==> src/rtl/rrel_pkg.sv <==
`timescale 1ns / 1ps

package rrel_pkg;

	// Frame geometry limits
	localparam int MAX_WIDTH  = 4096;
	localparam int MAX_HEIGHT = 4096;
	localparam int COL_W      = $clog2(MAX_WIDTH);
	localparam int ROW_W      = $clog2(MAX_HEIGHT);
	localparam int DIM_W      = 13;
	localparam int MIN_DIM    = 3;

	// Pixel and result widths
	localparam int PIX_W      = 8;
	localparam int FRAC_W     = 8;
	localparam int END_W      = 20;
	localparam int SUM_W      = 36;
	localparam int CNT_W      = 25;
	// upper part of (sum << FRAC_W) that seeds the divider remainder
	localparam int NUM_HI_W   = SUM_W + FRAC_W - END_W;
	localparam int STEP_W     = $clog2(END_W);

	// Edge kinds
	localparam int KINDS      = 4;
	localparam int KIND_W     = $clog2(KINDS);
	localparam logic [KIND_W-1:0] KIND_LEFT   = 2'd0;
	localparam logic [KIND_W-1:0] KIND_RIGHT  = 2'd1;
	localparam logic [KIND_W-1:0] KIND_TOP    = 2'd2;
	localparam logic [KIND_W-1:0] KIND_BOTTOM = 2'd3;

	// Configuration
	localparam int CFG_IDX_W  = 3;
	localparam logic [PIX_W-1:0] RED_THR_RST   = 8'd120;
	localparam logic [PIX_W-1:0] GREEN_THR_RST = 8'd90;
	localparam logic [PIX_W-1:0] BLUE_THR_RST  = 8'd90;
	localparam logic [DIM_W-1:0] WIDTH_RST     = 13'd640;
	localparam logic [DIM_W-1:0] HEIGHT_RST    = 13'd480;

	// Configuration register indexes
	typedef enum logic [CFG_IDX_W-1:0] {
		REG_RED_THR,
		REG_GREEN_THR,
		REG_BLUE_THR,
		REG_FRAME_WIDTH,
		REG_FRAME_HEIGHT
	} cfg_reg_t;

	typedef struct packed {
		logic [PIX_W-1:0] pixel_blue;
		logic [PIX_W-1:0] pixel_green;
		logic [PIX_W-1:0] pixel_red;
	} pixel_item_t;

	typedef struct packed {
		logic             pixel_is_red;
		logic             frame_done;
		logic [END_W-1:0] left_end;
		logic [END_W-1:0] right_end;
		logic [END_W-1:0] top_end;
		logic [END_W-1:0] bottom_end;
		logic [KINDS-1:0] empty_mask;
	} result_item_t;

	typedef struct packed {
		logic [PIX_W-1:0] red_thr;
		logic [PIX_W-1:0] green_thr;
		logic [PIX_W-1:0] blue_thr;
		logic [DIM_W-1:0] frame_width;
		logic [DIM_W-1:0] frame_height;
	} cfg_regs_t;

	// Totals of one frame, handed to the divider on the last pixel
	typedef struct packed {
		logic                        pixel_is_red;
		logic [KINDS-1:0][SUM_W-1:0] pos_sum;
		logic [KINDS-1:0][CNT_W-1:0] count;
	} frame_stats_t;

endpackage

==> src/rtl/rrel_div.sv <==
`timescale 1ns / 1ps

// Shared restoring divider: four means, one quotient bit a cycle
module rrel_div
	import rrel_pkg::*;
(
	input  logic         clk,
	input  logic         arst_n,
	input  logic         start,
	input  frame_stats_t stats,
	input  logic         taken,
	output logic         busy,
	output logic         res_valid,
	output result_item_t res
);

	typedef enum logic [1:0] {
		ST_IDLE,
		ST_LOAD,
		ST_STEP,
		ST_HOLD
	} state_t;

	state_t                      state_q;
	frame_stats_t                stats_q;
	logic [KIND_W-1:0]           kind_q;
	logic [STEP_W-1:0]           step_q;
	logic [CNT_W-1:0]            rem_q;
	logic [END_W-1:0]            num_q;
	logic [END_W-1:0]            quo_q;
	logic [KINDS-1:0][END_W-1:0] ends_q;
	logic [KINDS-1:0]            empty_q;

	logic [SUM_W-1:0]    sum_sel;
	logic [CNT_W-1:0]    cnt_sel;
	logic [NUM_HI_W-1:0] num_hi;
	logic [END_W-1:0]    num_lo;
	logic                too_big;
	logic [CNT_W:0]      trial, diff;
	logic                ge;
	logic [END_W-1:0]    quo_nx;
	logic                last_kind;

	// Operands of the current kind; numerator is sum << FRAC_W
	assign sum_sel = stats_q.pos_sum[kind_q];
	assign cnt_sel = stats_q.count[kind_q];
	assign num_hi  = sum_sel[SUM_W-1 -: NUM_HI_W];
	assign num_lo  = {sum_sel[END_W-FRAC_W-1:0], FRAC_W'(0)};
	// quotient would not fit END_W bits
	assign too_big = CNT_W'(num_hi) >= cnt_sel;

	// One restoring step
	assign trial  = {rem_q, num_q[END_W-1]};
	assign ge     = trial >= {1'b0, cnt_sel};
	assign diff   = trial - {1'b0, cnt_sel};
	assign quo_nx = {quo_q[END_W-2:0], ge};

	assign last_kind = kind_q == KIND_W'(KINDS - 1);

	always_ff @(posedge clk or negedge arst_n) begin
		if (!arst_n) begin
			state_q <= ST_IDLE;
			stats_q <= '0;
			kind_q  <= '0;
			step_q  <= '0;
			rem_q   <= '0;
			num_q   <= '0;
			quo_q   <= '0;
			ends_q  <= '0;
			empty_q <= '0;
		end else begin
			unique case (state_q)
				ST_IDLE: begin
					if (start) begin
						stats_q <= stats;
						kind_q  <= '0;
						state_q <= ST_LOAD;
					end
				end
				ST_LOAD: begin
					if (cnt_sel == '0 || too_big) begin
						// no events reads 0, oversize mean saturates
						ends_q[kind_q]  <= (cnt_sel == '0) ? '0 : '1;
						empty_q[kind_q] <= cnt_sel == '0;
						kind_q          <= kind_q + KIND_W'(1);
						state_q         <= last_kind ? ST_HOLD : ST_LOAD;
					end else begin
						empty_q[kind_q] <= 1'b0;
						rem_q           <= CNT_W'(num_hi);
						num_q           <= num_lo;
						step_q          <= '0;
						state_q         <= ST_STEP;
					end
				end
				ST_STEP: begin
					rem_q  <= ge ? diff[CNT_W-1:0] : trial[CNT_W-1:0];
					num_q  <= {num_q[END_W-2:0], 1'b0};
					quo_q  <= quo_nx;
					step_q <= step_q + STEP_W'(1);
					if (step_q == STEP_W'(END_W - 1)) begin
						ends_q[kind_q] <= quo_nx;
						kind_q         <= kind_q + KIND_W'(1);
						state_q        <= last_kind ? ST_HOLD : ST_LOAD;
					end
				end
				ST_HOLD: begin
					if (taken) begin
						state_q <= ST_IDLE;
					end
				end
				default: state_q <= ST_IDLE;
			endcase
		end
	end

	assign busy      = state_q != ST_IDLE;
	assign res_valid = state_q == ST_HOLD;

	assign res.pixel_is_red = stats_q.pixel_is_red;
	assign res.frame_done   = 1'b1;
	assign res.left_end     = ends_q[KIND_LEFT];
	assign res.right_end    = ends_q[KIND_RIGHT];
	assign res.top_end      = ends_q[KIND_TOP];
	assign res.bottom_end   = ends_q[KIND_BOTTOM];
	assign res.empty_mask   = empty_q;

	// Remainder stays below the divisor throughout the iteration
	a_rem_bound: assert property (@(posedge clk) disable iff (!arst_n)
		state_q == ST_STEP |-> rem_q < cnt_sel)
		else $error("divider remainder out of range");

	// A new frame never arrives while a division is under way
	a_start_idle: assert property (@(posedge clk) disable iff (!arst_n)
		start |-> state_q == ST_IDLE)
		else $error("divider started while busy");

endmodule

==> config.mk <==
export PLATFORM = sky130hd
export DESIGN_NAME = rrel_div
export DESIGN_NICKNAME = d
export VERILOG_FILES = /design/src/rtl/rrel_pkg.sv /design/src/rtl/rrel_div.sv
export SDC_FILE = /design/constraint.sdc
export NUM_CORES = 1
export LEC_CHECK = 0
export BUFFER_PORTS_ARGS = -buffer_cell sky130_fd_sc_hd__buf_2
export CORE_ASPECT_RATIO = 1.1
export CORE_MARGIN = 3
export CORE_UTILIZATION = 55
export CTS_BUF_LIST = sky130_fd_sc_hd__clkbuf_8
export CTS_CLUSTER_SIZE = 12
export DETAILED_ROUTE_END_ITERATION = 6
export HOLD_SLACK_MARGIN = 0.12
export PLACE_DENSITY_LB_ADDON = 0.3
export SLEW_MARGIN = 5
export SYNTH_ARGS = -nofsm -noshare
export SYNTH_HDL_FRONTEND = slang
export SYNTH_SLANG_ARGS = --single-unit
==> constraint.sdc <==
create_clock -name clk -period 13.9 [get_ports clk]
set_input_delay 4.17 -clock clk [delete_from_list [all_inputs] [get_ports clk]]
set_output_delay 4.17 -clock clk [all_outputs]
set_load 0.005 [all_outputs]
==> key figures, run 1 <==
Global routing
  • Antenna violations before repair: 20
  • First-pass GRT wire length: 73200 um
  • Pin count of the biggest net entering global routing: 195
  • GR Util All Layers: 24.6%
  • Number of global-route vias before repair: 13.9k
  • Global route overflow: 0

Pwr
  • Gate power share: 52.3%
  • PwrDens: 277 nW/um^2
  • Clock share of power: 15.9%
  • VDD IR max: 131 uV
  • Seq pwr share: 31.8%
  • Sw power: 2.49 mW
  • Switching Fraction: 39.5%
  • Cell Int Power: 3.82 mW
  • Pleak: 10.5 nW

Place
  • Port buffer count: 335
  • Final HPWL DP: 33300 um
  • Placed Cells: 2175
  • Pre-CTS WS: 7.61 ns
  • GP Congestion: 0.912
  • Placed Area: 21500 sq um

Detailed routing
  • Post-route DRC: 0
  • Final WL: 46400 um
  • Initial DRC count: 656
  • Avg WL per Cell: 20.2 um
  • Pre-Repair DR Iteration Count: 5
  • Vias per inst: 5.72
  • Vias: 13.1k
  • Antenna Nets Post-Route: 0

Timing
  • Maximum clock rate: 168 MHz
  • Final hold vios: 0
  • Period utilisation layout: 42.9%
  • Final worst slack: 7.94 ns
  • Worst slew pin tran: 1.05 ns
  • Relative slew slack: 29.7%
  • Pins Over Slew Limit: 0
  • WHS: 0.473 ns
  • Fin Setup TNS: 0 ns
  • Crit path time final: 5.96 ns
  • Skew final: 0.0292 ns
  • Setup violations, final: 0
  • Unrepaired setup endpoints after global routing: no

Finish
  • Share of layout cells above drive strength 1: 42.9%
  • Non-Filler Instances: 2299
  • Area Overhead vs Synth: 16.8%
  • Fin nets: 2114
  • Post-route cell area: 22800 sq um

Critical path
  • Worst path cell trace: buf_4 > mux4_2 > inv_1 > ha_1 > nand4_1 > nor4_1 > nand4_1 > a31oi_1 > or4_1 > or2_1 > nand4_4 > mux2_4
  • Slowest Stage Delay on Critical Path: 0.79 ns
  • Required @ worst endpoint: 14.35 ns
  • CP Class: reg2reg
  • Setup crit end kind: flip-flop
  • Worst R2R Setup Slack: 7.94 ns
  • Slowest cell on the critical path: dfrtp_4
  • Crit-path leading delay family: simple AND/OR/NAND/NOR gates
  • Worst flop-to-flop path endpoint: res[24]
  • Reg2Reg Depth: 12
  • RR Startpoint: kind_q[0]
  • CP Launch Point: kind_q[0]
  • Arrival time worst endpoint: 6.41 ns
  • CP startpoint kind: flip-flop
  • CP bufs+invs: 2
  • Most repeated library cell on the critical path: nand4_1
  • Crit Path Max Fanout: 38

Synthesis
  • Cell taking the most area after synthesis: dfrtp_1
  • Async SR Flop Fraction: 100%
  • Mean post-synth cell area: 13.3 sq um
  • Syn nets: 1781
  • Sequential area share after synthesis: 50.5%
  • Cell area after synthesis: 19500 sq um
  • Synth top area cells: dfrtp_1, mux2_2, mux4_2
  • Ys flop type: dfrtp_1
  • Post-synth top area share: 50.5%
  • EDFF count, synth: 0
  • Yosys warnings: 0
  • Most common library cells after synthesis: dfrtp_1, mux2_2, nand2_1
  • Synth Instances: 1472
  • Top-count cell post-synth: dfrtp_1
  • FF+latch count, synth: 394
  • Post-synthesis cell type count: 66

CTS
  • Clock latency on the worst-skew pair: 0.60 ns
  • Clk buf depth: 3
  • Root buf cell: clkbuf_8
  • Total CTS buffers: 66
  • Post_cts resized: 0
  • TritonCTS clock tree: done
  • Clk sink count: 394
  • H-tree depth: 3
  • CTS clk-pin slew, worst paths: 0.06 ns
  • Setup bufs post-CTS: 0
  • Hold Buf Count CTS: 0

Die
  • Die Wd: 186 um
  • Initial core utilization: 56.4%
  • Die height: 204 um
  • Die area: 37800 sq um
  • # rows: 71
  • IO Pins: 337
  • Core footprint: 34600 sq um

Outcome
  • Status: complete, no violations

Worst hold path
  • Hold path depth: 2
  • Hold endpoint: quo_q[1]
  • Min-delay src: quo_q[0]
  • Hold WC Path Type: reg2reg

Job
  • Number of max-cap violations: 0
==> cell families after synthesis <==
family,Yosys count,synth area share (%)
multiplexers,430,29.7
flip-flops,394,50.5
AND/OR/NAND/NOR,233,5.88
AO/OA/AOI/OAI,189,5.88
buffers and inverters,145,3.30
adder cells (fa/ha/maj),60,3.88
XOR/XNOR,20,0.897
other,1,0.0192
==> worst min-delay path, cell delays in order (launching register included) <==
cell and delay [ns]:
dfrtp_1 0.34, nand2_1 0.05, o21ai_1 0.06
==> through the flow <==
| stage | power, mW | utilization [%] |
|---|---|---|
| after CTS | 6.33 | 65.7 |
| after floorplan | 4.46 | - |
| final | 6.31 | 65.8 |
| after global placement | 5.16 | 62.0 |
| after global routing | 6.78 | 65.8 |
| after detailed placement | 5.30 | 62.0 |
==> metal layers <==
metal	part of all wire (%)	track usage (%)	up-vias
met5	0.15	0	-
li1	-	-	6063
met1	40	30.4	6516
met4	3.7	11.0	12
met3	7.2	6.48	113
met2	49	40.8	438
==> state kept, by name (all words and copies together), names as in the netlist, 4 cells and up <==
signal and cells:
quo_q 19, res 81, step_q 5, empty_q 4
rem_q 25, num_q 12, stats_q 244
==> final cells by class <==
| class | count | area (sq um) |
|---|---|---|
| Fill cell | 2616 | 11800 |
| Tap cell | 438 | 548 |
| Multi-Input combinational cell | 933 | 9050 |
| Timing Repair Buffer | 347 | 1790 |
| Antenna cell | 14 | 35.0 |
| Sequential cell | 394 | 9860 |
| Inverter | 63 | 236 |
| Clock inverter | 31 | 200 |
| Clock buffer | 79 | 1090 |
==> power by group through the flow <==
stage | clock [mW] | combinational, mW | sequential (mW)
final | 1.00 | 3.30 | 2.01
after global routing | 1.09 | 3.63 | 2.07
after CTS | 1.03 | 3.30 | 2.00
after detailed placement | 0 | 3.28 | 2.02
after global placement | 0 | 3.18 | 1.99
after floorplan | 0 | 2.55 | 1.90
==> cell usage in the layout (no fill, tap or decap), drive strengths merged, types with 10 or more instances in the layout <==
master,instances
clkbuf,79
mux2i,30
a21oi,63
mux2,339
nor2,41
mux4,61
nand3,25
inv,85
o31ai,10
nor3,18
nand2,97
diode,14
ha,59
xnor2,11
o21ai,57
buf,347
dfrtp,394
nand4,11
==> how the worst max path moves through the flow <==
stage | endpoint | slack [ns] | depth (start not counted)
6_report | res[24] | 7.94 | 12
5_1_grt | res[24] | 7.58 | 12
4_1_cts | res[24] | 7.89 | 12
3_5_place_dp | stats_q[52] | 7.61 | 4
3_3_place_gp | stats_q[78] | 7.65 | 4
2_1_floorplan | stats_q[0] | 8.26 | 5
(Power assumes the default switching activity.)
==> inputs of run 2 (changes only) <==
==> constraint.sdc (replaced) <==
create_clock -name clk -period 6.05 [get_ports clk]
set_input_delay 1.815 -clock clk [delete_from_list [all_inputs] [get_ports clk]]
set_output_delay 1.815 -clock clk [all_outputs]
set_load 0.005 [all_outputs]
==> key figures, run 2 (synthesis results as in run 1) <==
Timing
  • Unrepaired setup endpoints after global routing: no
  • Relative slew slack: 27.8% (-2.0 points)
  • Setup violations, final: 0 (unchanged)
  • Period utilisation layout: 83.3% (+40 points)
  • Worst slew pin tran: 1.08 ns (+0.0294 ns)
  • Crit path time final: 5.04 ns (-0.921 ns)
  • Final worst slack: 1.01 ns (-6.93 ns)
  • Fin Setup TNS: 0 ns (unchanged)
  • Final hold vios: 0 (unchanged)
  • Skew final: 0.0262 ns (-0.00298 ns)
  • Pins Over Slew Limit: 0 (unchanged)
  • Maximum clock rate: 198 MHz (+18%)

Finish
  • Share of layout cells above drive strength 1: 43.3% (+0.44 points)
  • Largest reg by FF count: stats_q
  • Area of the multi-input gates: 9050 sq um (unchanged)
  • Max FFs per register: 244 (unchanged)
  • Area Overhead vs Synth: 17.4%
  • Filler Cell Count: 2577 (-1.5%)
  • Fin nets: 2124 (+0.47%)
  • Sequential cell area: 9860 sq um (unchanged)
  • Commonest non-fill, non-tap cell in the layout: dfrtp_1
  • Most frequent cells in the layout: dfrtp_1, buf_2, mux2_2

Detailed routing
  • Vias per inst: 5.78 (+1.1%)
  • Pre-Repair DR Iteration Count: 7 (+2)
  • Final WL: 48200 um (+3.9%)
  • Antenna Nets Post-Route: 0 (unchanged)
  • Initial DRC count: 753 (+15%)
  • Post-route DRC: 0 (unchanged)
  • Avg WL per Cell: 20.9 um (+3.7%)
  • Vias: 13.3k (+1.3%)

Critical path
  • Required @ worst endpoint: 6.51 ns (-7.84 ns)
  • RR Startpoint: kind_q[1]
  • Reg2Reg Depth: 9 (-3)
  • CP Class: reg2reg
  • Arrival time worst endpoint: 5.50 ns (-0.91 ns)
  • Worst R2R Setup Slack: 1.01 ns (-6.93 ns)
  • CP bufs+invs: 1 (-1)
  • CP startpoint kind: flip-flop
  • Slowest cell on the critical path: dfrtp_2
  • Setup crit end kind: flip-flop
  • Worst path cell trace: buf_4 > mux4_2 > nor4_1 > nand2_1 > nor3_2 > or4_1 > or2_1 > nand4_4 > mux2_4
  • CP Launch Point: kind_q[1]
  • Slowest Stage Delay on Critical Path: 0.95 ns (+0.16 ns)
  • Crit Path Max Fanout: 31 (-18%)
  • Worst flop-to-flop path endpoint: res[51]
  • Crit-path leading delay family: simple AND/OR/NAND/NOR gates

Die
  • # rows: 71 (unchanged)
  • Die height: 204 um (unchanged)
  • IO Pins: 337 (unchanged)
  • Initial core utilization: 56.4% (unchanged)
  • Die Wd: 186 um (unchanged)
  • Die area: 37800 sq um (unchanged)
  • Core footprint: 34600 sq um (unchanged)

Global routing
  • Met3 Use GR: 5.67% (-0.80 points)
  • Met1 GRT Util: 33.8% (+3.4 points)
  • Antenna violations before repair: 12 (-40%)
  • GR Util All Layers: 25.5% (+0.94 points)
  • Number of global-route vias before repair: 13.9k (+0.21%)
  • Top Usage Layer GRT: met2
  • Pin count of the biggest net entering global routing: 108 (-45%)
  • Met2 usage: 41.4% (+0.60 points)
  • First-pass GRT wire length: 75300 um (+2.9%)
  • Global route overflow: 0 (unchanged)

CTS
  • Clock latency on the worst-skew pair: 0.60 ns (about the same)
  • Hold Buf Count CTS: 0 (unchanged)
  • H-tree depth: 3 (unchanged)
  • Root buf cell: clkbuf_8
  • Total CTS buffers: 67 (+1.5%)
  • Clk buf depth: 3 (unchanged)
  • Post_cts resized: 0 (unchanged)
  • TritonCTS clock tree: done
  • Clk sink count: 394 (unchanged)
  • Setup bufs post-CTS: 0 (unchanged)
  • CTS clk-pin slew, worst paths: 0.06 ns (about the same)

Pwr
  • PwrDens: 643 nW/um^2 (+130%)
  • Pleak: 10.6 nW (+0.49%)
  • VDD IR max: 290 uV (+120%)

Place
  • GP Congestion: 0.950 (+4.2%)
  • Pre-CTS WS: 0.964 ns (-6.65 ns)
  • Port buffer count: 335 (unchanged)
  • Final HPWL DP: 35000 um (+5.3%)

Job
  • Number of max-cap violations: 0 (unchanged)

Worst hold path
  • Hold endpoint: quo_q[16]
  • Hold path depth: 2 (unchanged)
  • Min-delay src: quo_q[15]
  • Hold WC Path Type: reg2reg

Outcome
  • Status: complete, no violations
-- run 2: where the power goes --
part	internal (mW)	switching, mW	total [mW]
clock network	1.29	1.07	2.35
registers	3.88	0.807	4.69
logic	3.67	4.04	7.70
total	8.84	5.91	14.7
-- run 2: routing by layer --
metal / part of all wire [%] / up-vias
li1: - / 6055
met4: 3.4 / 2
met3: 7.0 / 112
met2: 48 / 511
met1: 41 / 6639
met5: 0.015 / -
-- run 2: worst max-delay path by stage --
stage                          to  slack [ns]  depth (start not counted)
after floorplan           res[10]        1.35                         16
after global placement     res[6]        1.04                         11
after detailed placement  res[46]        0.96                         11
after CTS                 res[56]        0.93                         11
after global routing      res[48]        0.65                         12
final                     res[51]        1.01                          9
-- run 2: cell type report --
class                      instances  area share, %
sequential                       394           43.0
multi-input combinational        933           39.5
timing repair buffer             356           8.26
clock buffer                      84           5.04
tap                              438           2.39
inverter                          63           1.03
clock inverter                    26          0.666
antenna                           11          0.120
-- run 2: metrics by stage --
step	utilization, %	hold slack, ns	instances	total power, mW	cell area (sq um)
final	66.2	0.479	2305	14.7	22900
after global routing	66.2	0.502	2303	15.8	22900
after CTS	66.1	0.486	2294	14.7	22900
after detailed placement	62.3	0.472	2184	12.3	21600
after global placement	62.3	0.466	2184	12.1	21600
after floorplan	-	0.453	1472	10.2	19500
-- run 2: tightest hold or removal path, cell delays in order, from the launching register on --
cell and delay (ns):
dfrtp_1 0.34, nand2_1 0.05, o21ai_0 0.05
==> inputs of run 3 (changes only) <==
--- a/config.mk
+++ b/config.mk
@@ -5,6 +5,7 @@
 export SDC_FILE = /design/constraint.sdc
 export NUM_CORES = 1
 export LEC_CHECK = 0
+export ABC_AREA = 1
 export BUFFER_PORTS_ARGS = -buffer_cell sky130_fd_sc_hd__buf_2
 export CORE_ASPECT_RATIO = 1.1
 export CORE_MARGIN = 3
==> constraint.sdc (replaced) <==
create_clock -name clk -period 5.25 [get_ports clk]
set_input_delay 1.575 -clock clk [delete_from_list [all_inputs] [get_ports clk]]
set_output_delay 1.575 -clock clk [all_outputs]
set_load 0.005 [all_outputs]
==> key figures, run 3 <==
Job
  • Number of max-cap violations: 0 (unchanged)

Synthesis
  • Main combinational cell family by area after synthesis: simple AND/OR/NAND/NOR gates
  • Yosys warnings: 0 (unchanged)
  • Mux cell area share after synthesis: 13.5% (-16 points)
  • FF+latch count, synth: 394 (unchanged)
  • Ys flop type: dfrtp_1
  • Top-count cell post-synth: nand2_1
  • EDFF count, synth: 0 (unchanged)
  • Cell area after synthesis: 20300 sq um (+3.9%)
  • Synth top area cells: dfrtp_1, mux2_2, nand2_1
  • Adder-Cell Fraction of Synth Area: 3.74% (-0.15 points)
  • Async SR Flop Fraction: 100% (unchanged)
  • Most common library cells after synthesis: nand2_1, dfrtp_1, mux2_2
  • Syn nets: 2566 (+44%)
  • Area fraction in compound gates after synthesis: 7.80% (+1.9 points)
  • Simple-gate share of the synthesized area: 20.7% (+15 points)
  • Sequential area share after synthesis: 48.6% (-1.9 points)
  • Synth Instances: 2257 (+53%)
  • Post-synth top area share: 48.6% (-1.9 points)
  • Cell taking the most area after synthesis: dfrtp_1
  • Post-synthesis cell type count: 42 (-36%)
  • Xor and xnor area share after synthesis: 0.777% (-0.12 points)
  • Mean post-synth cell area: 8.99 sq um (-32%)

CTS
  • Clock latency on the worst-skew pair: 0.65 ns (+0.05 ns)
  • Setup bufs post-CTS: 0 (unchanged)
  • CTS clk-pin slew, worst paths: 0.07 ns (about the same)
  • Clk buf depth: 3 (unchanged)
  • Hold Buf Count CTS: 0 (unchanged)
  • Total CTS buffers: 61 (-9.0%)
  • Root buf cell: clkbuf_8
  • TritonCTS clock tree: done
  • Clk sink count: 394 (unchanged)
  • Post_cts resized: 0 (unchanged)
  • H-tree depth: 2 (-1)

Place
  • Placed Area: 22200 sq um (+2.8%)
  • GP Congestion: 0.979 (+3.1%)
  • Pre-CTS WS: 1.12 ns (+0.156 ns)
  • Final HPWL DP: 39600 um (+13%)
  • Port buffer count: 335 (unchanged)

Detailed routing
  • Pre-Repair DR Iteration Count: 5 (-2)
  • Initial DRC count: 1224 (+63%)
  • Avg WL per Cell: 18.3 um (-13%)
  • Antenna Nets Post-Route: 0 (unchanged)
  • Post-route DRC: 0 (unchanged)
  • Vias per inst: 5.55 (-3.9%)
  • Final WL: 56500 um (+17%)
  • Vias: 17.1k (+29%)

Die
  • Die Wd: 189 um (+1.9%)
  • Initial core utilization: 56.0% (-0.39 points)
  • Die area: 39200 sq um (+3.8%)
  • IO Pins: 337 (unchanged)
  • # rows: 73 (+2.8%)
  • Core footprint: 36300 sq um (+4.7%)
  • Die height: 207 um (+1.9%)

Critical path
  • CP Class: reg2reg
  • Slowest cell on the critical path: nand4_1
  • Crit-path leading delay family: simple AND/OR/NAND/NOR gates
  • Critical path depth: 16 (+7)
  • Required @ worst endpoint: 5.75 ns (-0.76 ns)
  • Slowest Stage Delay on Critical Path: 0.75 ns (-0.20 ns)
  • CP startpoint kind: flip-flop
  • Reg2Reg Depth: 16 (+7)
  • Most repeated library cell on the critical path: nand2_1
  • Crit Path Max Fanout: 69 (+120%)
  • Setup crit end kind: flip-flop
  • Worst path cell trace: inv_4 > buf_4 > o21ai_0 > o22ai_1 > ha_1 > nand2_1 > nor2_1 > nand2_1 > nor2_1 > nand2_1 > nand3_1 > nand2_1 > nand4_4 > nand4_1 > nand2_1 > nand2_1
  • CP bufs+invs: 2 (+1)
  • Arrival time worst endpoint: 4.75 ns (-0.75 ns)

Global routing
  • Global route overflow: 0 (unchanged)
  • Number of global-route vias before repair: 17.2k (+23%)
  • Pin count of the biggest net entering global routing: 127 (+18%)
  • Antenna violations before repair: 3 (-9)
  • First-pass GRT wire length: 90300 um (+20%)
  • GR Util All Layers: 28.4% (+2.9 points)

Finish
  • Post-route cell area: 23600 sq um (+2.8%)
  • Most frequent cells in the layout: nand2_1, dfrtp_1, buf_2
  • Largest reg by FF count: stats_q
  • Share of layout cells above drive strength 1: 27.9% (-15 points)
  • Area Overhead vs Synth: 16.2%
  • Max FFs per register: 244 (unchanged)
  • Commonest non-fill, non-tap cell in the layout: nand2_1
  • Fin nets: 2856 (+34%)

Timing
  • Relative slew slack: 37.7% (+9.9 points)
  • Final worst slack: 0.997 ns (-0.0129 ns)
  • Unrepaired setup endpoints after global routing: no
  • Final hold vios: 0 (unchanged)
  • Skew final: 0.0442 ns (+0.0179 ns)
  • Fin Setup TNS: 0 ns (unchanged)
  • Setup violations, final: 0 (unchanged)
  • Worst slew pin tran: 0.932 ns (-0.151 ns)
  • Maximum clock rate: 235 MHz (+19%)
  • Crit path time final: 4.25 ns (-0.787 ns)
  • Period utilisation layout: 81.0% (-2.3 points)
  • Pins Over Slew Limit: 0 (unchanged)

Pwr
  • PwrDens: 715 nW/um^2 (+11%)
  • Pleak: 12.0 nW (+14%)
  • Gate power share: 52.1% (about the same)
  • Switching Fraction: 44.2% (+4.1 points)
  • Sw power: 7.45 mW (+26%)
  • Total power: 16.9 mW (+14%)
  • Seq pwr share: 31.3% (-0.5 points)
  • Clock share of power: 16.5% (+0.5 points)
  • VDD IR max: 386 uV (+33%)
  • Cell Int Power: 9.41 mW (+6.5%)

Worst hold path
  • Hold WC Path Type: reg2reg
  • Hold path depth: 2 (unchanged)

Outcome
  • Status: complete, no violations
==> run 3: power by group through the flow <==
stage | logic, mW | clock network, mW | registers [mW]
after floorplan | 6.50 | 0 | 5.07
after global placement | 8.48 | 0 | 5.23
after detailed placement | 8.66 | 0 | 5.29
after CTS | 8.72 | 2.84 | 5.25
after global routing | 9.85 | 2.98 | 5.43
final | 8.79 | 2.79 | 5.28
==> run 3: path summary, 6_finish.rpt <==
path	start	to	slack [ns]
worst max-delay path	kind_q[0]	res[75]	1.0
worst min-delay path	quo_q[6]	quo_q[6]	0.47
worst max register to register	kind_q[0]	res[75]	1.0
worst min register to register	quo_q[6]	quo_q[6]	0.47
max in group asynchronous	arst_n	res[31]	3.37
min in group asynchronous	arst_n	res[35]	0.91
==> run 3: cell type report <==
class | instances | area [sq um]
clock buffer | 82 | 1130
clock inverter | 31 | 233
sequential | 394 | 9860
tap | 487 | 609
antenna | 3 | 7.51
inverter | 87 | 332
timing repair buffer | 358 | 1930
fill | 2980 | 12700
multi-input combinational | 1645 | 9470
==> run 3: metal layers <==
| layer | vias to the layer above | track usage (%) | part of all wire (%) |
|---|---|---|---|
| li1 | 8113 | - | - |
| met1 | 8199 | 37.4 | 41 |
| met2 | 664 | 47.3 | 48 |
| met3 | 158 | 4.32 | 6.5 |
| met4 | 0 | 11.7 | 4.1 |
| met5 | - | 0 | 0 |
==> run 3: cell families after synthesis <==
logic type                 after synthesis
other                                    1
xor gates and xnor gates                18
DFF                                    394
and+or+nand+nor                       1026
AOI/OAI and AO/OA                      296
buffers and inverters                  218
adders and majority gates               60
muxes                                  244
==> run 3: tightest hold or removal path, cell delays in order (launching register included) <==
cell,delay [ns]
dfrtp_1,0.34
nand2_1,0.05
nand2_1,0.05
==> run 3: metrics by stage <==
| step | util [%] | instances | hold slack (ns) |
|---|---|---|---|
| floorplan | - | 2257 | 0.442 |
| global placement | 61.2 | 2971 | 0.453 |
| detailed placement | 61.2 | 2971 | 0.459 |
| CTS | 65.0 | 3084 | 0.473 |
| global route | 65.0 | 3087 | 0.493 |
| finish | 65.0 | 3087 | 0.470 |
